**src/hw/rtl/float_lower_bound_search_macros.svh**
```systemverilog
// Assertion macros for the lower bound search block.
`ifndef FLOAT_LOWER_BOUND_SEARCH_MACROS_SVH
`define FLOAT_LOWER_BOUND_SEARCH_MACROS_SVH
`ifndef SYNTHESIS
`define FLBS_ASSERT(label, clk, rst_n, prop, msg) \
	label: assert property (@(posedge clk) disable iff (!rst_n) prop) else $error(msg);
`define FLBS_ASSERT_NR(label, clk, prop, msg) \
	label: assert property (@(posedge clk) prop) else $error(msg);
`else
`define FLBS_ASSERT(label, clk, rst_n, prop, msg)
`define FLBS_ASSERT_NR(label, clk, prop, msg)
`endif
`endif

```
**src/hw/rtl/flbs_pkg.sv**
```systemverilog
package flbs_pkg;
	localparam int TABLE_DEPTH = 256;
	localparam int MAX_LEVELS = 8;
	localparam int VAL_W = 32;
	localparam int LB_W = 8;
	localparam int LVL_W = 4;
	localparam logic [LVL_W-1:0] LEVELS_RESET = 4'd8;
	localparam logic ACT_WRITE = 1'b0;
	localparam logic ACT_SEARCH = 1'b1;

	typedef struct packed {
		logic load;
		logic write;
		logic rd;
		logic step;
	} flbs_cmd_t;

	typedef struct packed {
		logic last;
		logic in_range;
	} flbs_sts_t;

	function automatic logic [VAL_W-1:0] order_key(input logic [VAL_W-1:0] v);
		return v[VAL_W-1] ? ~v : (v | {1'b1, {(VAL_W-1){1'b0}}});
	endfunction

	function automatic logic is_nan(input logic [VAL_W-1:0] v);
		return (v[30:23] == 8'hFF) && (v[22:0] != 23'd0);
	endfunction

	function automatic logic float_less(input logic [VAL_W-1:0] a,
			input logic [VAL_W-1:0] b);
		if (is_nan(a) || is_nan(b))
			return 1'b0;
		if (((a | b) & 32'h7FFF_FFFF) == 32'd0)
			return 1'b0;
		return order_key(a) < order_key(b);
	endfunction
endpackage

```
**src/hw/rtl/flbs_ctrl.sv**
```systemverilog
module flbs_ctrl (
	input  logic                clk,
	input  logic                arst_n,
	input  logic                in_valid,
	output logic                in_ready,
	input  logic                action,
	output logic                out_valid,
	input  logic                out_ready,
	output flbs_pkg::flbs_cmd_t cmd,
	input  flbs_pkg::flbs_sts_t sts
);
	typedef enum logic [3:0] {
		S_IDLE = 4'b0001,
		S_RD   = 4'b0010,
		S_CMP  = 4'b0100,
		S_OUT  = 4'b1000
	} state_t;

	state_t state_q, state_d;
	logic take;

	assign in_ready = (state_q == S_IDLE);
	assign out_valid = (state_q == S_OUT);
	assign take = in_valid && in_ready;

	always_comb begin
		cmd = '0;
		state_d = state_q;
		unique case (state_q)
			S_IDLE: begin
				if (take) begin
					cmd.write = (action == flbs_pkg::ACT_WRITE);
					cmd.load = (action == flbs_pkg::ACT_SEARCH);
					if (action == flbs_pkg::ACT_SEARCH)
						state_d = S_RD;
				end
			end
			S_RD: begin
				if (sts.in_range) begin
					cmd.rd = 1'b1;
					state_d = S_CMP;
				end else
					state_d = S_OUT;
			end
			S_CMP: begin
				cmd.step = 1'b1;
				state_d = sts.last ? S_OUT : S_RD;
			end
			S_OUT: begin
				if (out_ready)
					state_d = S_IDLE;
			end
			default: state_d = S_IDLE;
		endcase
	end

	always_ff @(posedge clk or negedge arst_n) begin
		if (!arst_n)
			state_q <= S_IDLE;
		else
			state_q <= state_d;
	end
endmodule
```
**config.mk**
```make
export PLATFORM = sky130hd
export DESIGN_NAME = flbs_ctrl
export DESIGN_NICKNAME = d
export VERILOG_FILES = /design/src/hw/rtl/float_lower_bound_search_macros.svh /design/src/hw/rtl/flbs_pkg.sv /design/src/hw/rtl/flbs_ctrl.sv
export SDC_FILE = /design/constraint.sdc
export NUM_CORES = 1
export LEC_CHECK = 0
export BUFFER_PORTS_ARGS = -buffer_cell sky130_fd_sc_hd__buf_2
export CAP_MARGIN = 20
export CORE_AREA = 2 2 39 41
export CTS_BUF_LIST = sky130_fd_sc_hd__clkbuf_2
export CTS_CLUSTER_DIAMETER = 120
export DETAILED_ROUTE_END_ITERATION = 6
export DIE_AREA = 0 0 41 43
export SETUP_SLACK_MARGIN = 0.5
export SLEW_MARGIN = 20
export SYNTH_ARGS = -nofsm -noshare
export SYNTH_HDL_FRONTEND = slang
export SYNTH_SLANG_ARGS = --single-unit
```
**constraint.sdc**
```tcl
create_clock -name clk -period 1.5 [get_ports clk]
set_input_delay 0.225 -clock clk [delete_from_list [all_inputs] [get_ports clk]]
set_output_delay 0.225 -clock clk [all_outputs]
set_load 0.02 [all_outputs]
```
==> results of run 1 <==
==> routing by layer <==
| metal | vias up | global-route usage (%) |
|---|---|---|
| met5 | - | 0 |
| met4 | 0 | 8.000 |
| met3 | 0 | 1.571 |
| met2 | 9 | 15.31 |
| met1 | 137 | 13.64 |
| li1 | 151 | - |
==> where the power goes <==
part           switching, mW  internal (mW)
registers            0.00495          0.116
logic                 0.0633         0.0671
clock network         0.0472         0.0704
==> cells in the final DEF, fill, tap and decap left out <==
cell type,count
buf_6,8
buf_2,7
buf_4,5
clkbuf_2,4
nand2_2,2
inv_2,2
nor4b_4,2
nor4_4,2
o31ai_1,2
dfrtp_1,2
nor2_1,1
nor2b_4,1
nand2_1,1
nor2_4,1
nand3_2,1
nor2_2,1
and3b_1,1
a21oi_1,1
nand2b_1,1
o21ai_2,1
nor3b_1,1
o21ai_0,1
o21a_1,1
dlygate4sd3_1,1
dfstp_2,1
dfrtp_2,1
==> through the flow <==
step	power (mW)	utilization [%]
2_1_floorplan	0.1762	-
3_3_place_gp	0.2102	27.76
3_5_place_dp	0.2115	27.76
4_1_cts	0.3722	36.98
5_1_grt	0.3974	38.88
6_report	0.3694	38.88
==> area by class of cell <==
cell class / instances / area, sq um
clock buffers: 4 / 20.02
repair buffers: 21 / 172.7
inverters: 2 / 7.507
fillers: 145 / 845.8
well taps: 16 / 20.02
multi-input cells: 21 / 215.2
flip-flops and latches: 4 / 102.6
==> critical path, stage by stage (launching register included) <==
cell,delay (ns)
dfstp_2,0.52
nor4b_4,0.25
nand2_1,0.14
nor2_4,0.10
buf_6,0.12
==> worst max-delay path by stage <==
stage,to,startpoint,slack (ns)
floorplan,cmd[2],state_q[0]$_DFFE_PN1P_,-0.008
global placement,cmd[2],state_q[0]$_DFFE_PN1P_,0.13
detailed placement,cmd[2],state_q[0]$_DFFE_PN1P_,0.12
CTS,cmd[2],state_q[0]$_DFFE_PN1P_,-0.10
global route,cmd[2],state_q[0]$_DFFE_PN1P_,-0.14
finish,cmd[2],state_q[0]$_DFFE_PN1P_,-0.06
==> cell families (layout without fill, tap and decap cells) <==
| logic type | count (synthesis) | count (layout) | share of synthesized area [%] |
|---|---|---|---|
| AND/OR/NAND/NOR | 15 | 15 | 42.65 |
| AO/OA/AOI/OAI | 6 | 6 | 14.21 |
| flip-flops | 4 | 4 | 38.39 |
| buffers and inverters | 3 | 27 | 4.739 |
==> timing repair <==
| item | CTS | global route |
|---|---|---|
| resized for setup | 18 | 5 |
| buffers inserted | 4 | 0 |
| pin swaps | 7 | 2 |
| cloned | 0 | 0 |
| hold buffers | 1 | 0 |
| setup endpoints to repair | 9 | 10 |
| endpoints found under the hold margin | 4 | 0 |
==> flow_metrics.tcl, run 1 <==
set metrics [dict create \
    clkLatencyLatePin_ns 0.21 \
    setup_slack_ns -0.05849 \
    reg2reg_from "state_q[0]$_DFFE_PN1P_" \
    finalHoldViolCount 0 \
    synthTopCellsByCount "dfrtp_1 (3), nand2_1 (3), nor2_1 (3)" \
    ir_drop_mv 0.3896 \
    min_period_over_period_pct 103.9 \
    cts_made_buffers 3 \
    io_pins 13 \
    antenna_left 0 \
    largest_register_ffs 4 \
    postLayoutCellArea_sq_um 538.0 \
    arrival_ns 1.33 \
    cp-start-kind "register" \
    fin_crit_ns 1.558 \
    preCtsSetupSlack_ns 0.1168 \
    drv_slew 0 \
    vias 297 \
    antennaDiodeCount 0 \
    min_path_cells 2 \
    yosysSeqAreaShare_pct 38.39 \
    synth_seq_cells 4 \
    fin_cells 68 \
    syn_to_final_growth_pct 103.8 \
    path_clk_slew_ns 0.04 \
    wl_met3_um 39 \
    wire_per_inst_um 10.96 \
    synthTopCellsByArea "dfrtp_1 (28%), dfstp_2 (10%), nor4b_4 (9.0%), nor4b_2 (5.7%), o31ai_1 (5.7%)" \
    yosys.area.top_type "dfrtp_1" \
    setup_viol 2 \
    cts_root_buf "clkbuf_2" \
    regMostFlops "state_q" \
    wirelength_met1_um 281 \
    grt_pass1_wl_um 1235 \
    r2r_cells 4 \
    synth_warnings 0 \
    cts_tree "yes" \
    endpoint_kind "output pin" \
    nets 60 \
    hp-class "in -> reg" \
    htreeDepth 1 \
    dpl_cell_area_sq_um 384.1 \
    detail_route.vias_per_cell 4.368 \
    fmax_mhz 641.6 \
    rows 14 \
    die-area_sq_mm 0.001763 \
    first_iter_violations 3 \
    dp_cells 59 \
    grt_overflow 0 \
    grt_usage_pct 10.67 \
    worst_hold_slack_ns 0.2266 \
    ys_async_sr_fraction_pct 100.0 \
    drc 0 \
    grt_antenna_before_repair 0 \
    worstReg2RegEnd "state_q[0]$_DFFE_PN1P_" \
    globalplace.congestion 0.7550 \
    p_leak_nw 0.2442 \
    worstMarginPinSlew_ns 0.2772 \
    synth_edf_count 0 \
    wl_um 745 \
    largest_registers "state_q x4" \
    power_density_mw_per_mm2 686.6 \
    wl_met2_um 424 \
    grt_pass1_vias 312 \
    synth.distinct_cells 19 \
    synth_top_area_share_pct 28.44 \
    top_layer "met3" \
    crit_required_ns 1.27 \
    layout-drive-gt1-share_pct 75.00 \
    grt_max_degree 8 \
    dr.pass1.iters 4 \
    numPortBuffers 12 \
    die_h_um 43 \
    synth_area_per_cell_sq_um 9.429 \
    whs_endpoint "state_q[1]$_DFFE_PN0P_" \
    drv_cap 0 \
    tns_ns -0.06664 \
    synth_nets 35 \
    criticalPathCategory "reg -> out" \
    netlist_instances 28 \
    clock_sinks 4 \
    synth_flop_cell "dfrtp_1" \
    rsz0062_at_grt "yes" \
    die_width_um 41 \
    min_from "sts[1]" \
    path_max_fanout 3 \
    start_util_pct 19.08 \
    violations "setup timing" \
    r2r_slack_ns 0.30 \
    outcome "finished, violations left" \
    clock_skew_ns 0.005740 \
    core_sq_mm 0.001384 \
    slew_headroom_pct 81.44 \
    dp_hpwl_um 457.3 \
    cts_buffer_depth 2 \
    syn_area_sq_um 264.0 \
]
(Power assumes the default switching activity.)
==> inputs of run 2 (changes only) <==
==> constraint.sdc (replaced) <==
create_clock -name clk -period 1.69 [get_ports clk]
set_input_delay 0.2535 -clock clk [delete_from_list [all_inputs] [get_ports clk]]
set_output_delay 0.2535 -clock clk [all_outputs]
set_load 0.02 [all_outputs]
==> run 2 against run 1 <==
Compared with the run above:
- the flow now finishes without violations
- sequential power is 9.9% lower
- first-iteration DRC count is 67% lower
- setup slack gained 0.13 ns
- via count is 1.0% lower
- cell count decreased by 1.5%
- sequential cell count stayed put
- core utilization down 4.7 points
- sequential share of layout area is 2.6 points higher
- clock power decreased by 11%
- clock skew grew 0.011 ns
- combinational power decreased by 20%
- critical path depth is the same
- highest routed layer unchanged
==> flow_metrics.tcl, run 2 (synthesis gave the netlist of run 1 again) <==
set metrics [dict create \
    outcome "completed" \
    ir_drop_mv 0.3774 \
    cts_tree "yes" \
    globalplace.congestion 0.6740 \
    grt_antenna_before_repair 0 \
    arrival_ns 1.37 \
    detail_route.vias_per_cell 4.388 \
    cts_made_buffers 3 \
    min_period_over_period_pct 96.02 \
    dpl_cell_area_sq_um 361.6 \
    grt_pass1_vias 262 \
    die_width_um 41 \
    htreeDepth 1 \
    p_leak_nw 0.2360 \
    grt_usage_pct 9.256 \
    slew_headroom_pct 80.66 \
    clock_sinks 4 \
    final_cell_mix "buf_4 (8), buf_2 (7), clkbuf_2 (4), buf_6 (4), nand2_1 (3)" \
    antennaDiodeCount 0 \
    dp_hpwl_um 469.9 \
    setup_viol 0 \
    layout-drive-gt1-share_pct 62.75 \
    dp_cells 57 \
    start_util_pct 19.08 \
    grt_overflow 0 \
    grt_pass1_wl_um 1062 \
    regMostFlops "state_q" \
    wire_per_inst_um 11.15 \
    vias 294 \
    finalHoldViolCount 0 \
    final_common_cell "buf_4" \
    drc 0 \
    drv_cap 0 \
    postLayoutCellArea_sq_um 473.0 \
    criticalPathCategory "reg -> out" \
    nets 59 \
    core_sq_mm 0.001384 \
    path_max_fanout 5 \
    fmax_mhz 616.3 \
    numPortBuffers 12 \
    final_util_pct 34.18 \
    path_clk_slew_ns 0.06 \
    syn_to_final_growth_pct 79.15 \
    endpoint_kind "output pin" \
    die-area_sq_mm 0.001763 \
    first_iter_violations 1 \
    antenna_left 0 \
    rsz0062_at_grt "yes" \
    clkLatencyLatePin_ns 0.22 \
    nFillCells 158 \
    worst_hold_slack_ns 0.2453 \
    fin_crit_ns 1.623 \
    total_power_mw 0.3177 \
    largest_register_ffs 4 \
    io_pins 13 \
    hp-class "in -> reg" \
    clock_skew_ns 0.01704 \
    drv_slew 0 \
    die_h_um 43 \
    worstMarginPinSlew_ns 0.2889 \
    crit_required_ns 1.44 \
    largest_registers "state_q x4" \
    grt_max_degree 10 \
    cts_root_buf "clkbuf_2" \
    rows 14 \
    fin_cells 67 \
    cp-start-kind "register" \
    cts_buffer_depth 2 \
    power_density_mw_per_mm2 671.7 \
    wl_um 747 \
    dr.pass1.iters 2 \
]
[run 2: changes by cell type in the layout (fill, tap and decap cells not counted), moves of 2 or more]
cell,delta
buf_6,-4
buf_4,+3
nand2_1,+2
nand2_2,-2
nor4_1,+2
nor4_4,-2
[run 2: per-stage QoR]
step                worst slack (ns)  setup TNS (ns)
floorplan                     0.1535               0
global placement              0.2003               0
global route                -0.03966        -0.03966
finish                       0.06733               0
detailed placement            0.1971               0
CTS                          0.07334               0
[run 2: path summary, 6_finish.rpt]
| path | start | slack, ns | end | cells past startpoint |
|---|---|---|---|---|
| setup / recovery | state_q[2]$_DFFE_PN0P_ | 0.07 | cmd[2] | 4 |
| hold / removal | sts[1] | 0.25 | state_q[1]$_DFFE_PN0P_ | 2 |
| setup reg to reg | state_q[2]$_DFFE_PN0P_ | 0.42 | state_q[0]$_DFFE_PN1P_ | 4 |
| hold reg to reg | state_q[2]$_DFFE_PN0P_ | 0.62 | state_q[2]$_DFFE_PN0P_ | 2 |
| max in group asynchronous | arst_n | 1.10 | state_q[0]$_DFFE_PN1P_ | 2 |
| min in group asynchronous | arst_n | 0.37 | state_q[2]$_DFFE_PN0P_ | 2 |
[run 2: cell type report]
type                            instances  area, sq um  area share, %
Clock buffer                            4        20.02          4.233
Multi-Input combinational cell         21        172.7          36.51
Sequential cell                         4        102.6          21.69
Inverter                                2        7.507          1.587
Timing Repair Buffer                   20        150.1          31.75
Tap cell                               16        20.02          4.233
[run 2: layer usage]
layer  track usage, %  vias up  routed length (um)
li1                 -      148                   -
met1            12.62      137                 352
met2            10.94        9                 345
met3            4.712        0                  49
met4            6.000        0                   0
met5                0        -                   0
[run 2: what timing repair did]
item | 4_1_cts | 5_1_grt
pin swaps | 2 | 3
setup endpoints to repair | 8 | 8
hold buffers | 1 | 0
hold endpoints to repair | 3 | 0
buffers inserted | 2 | 3
gates resized for setup | 8 | 5
[run 2: critical path, stage by stage (launching register included)]
cell and delay (ns):
dfrtp_2 0.44, nor4b_4 0.36, nand2_1 0.14, nor2_4 0.09, buf_6 0.12
[run 2: where the power goes]
part / switching, mW / internal, mW / leakage [nW]
registers: 0.00514 / 0.103 / 0.0500
clock network: 0.0425 / 0.0624 / 0.0166
logic: 0.0495 / 0.0547 / 0.169
total: 0.0971 / 0.221 / 0.236
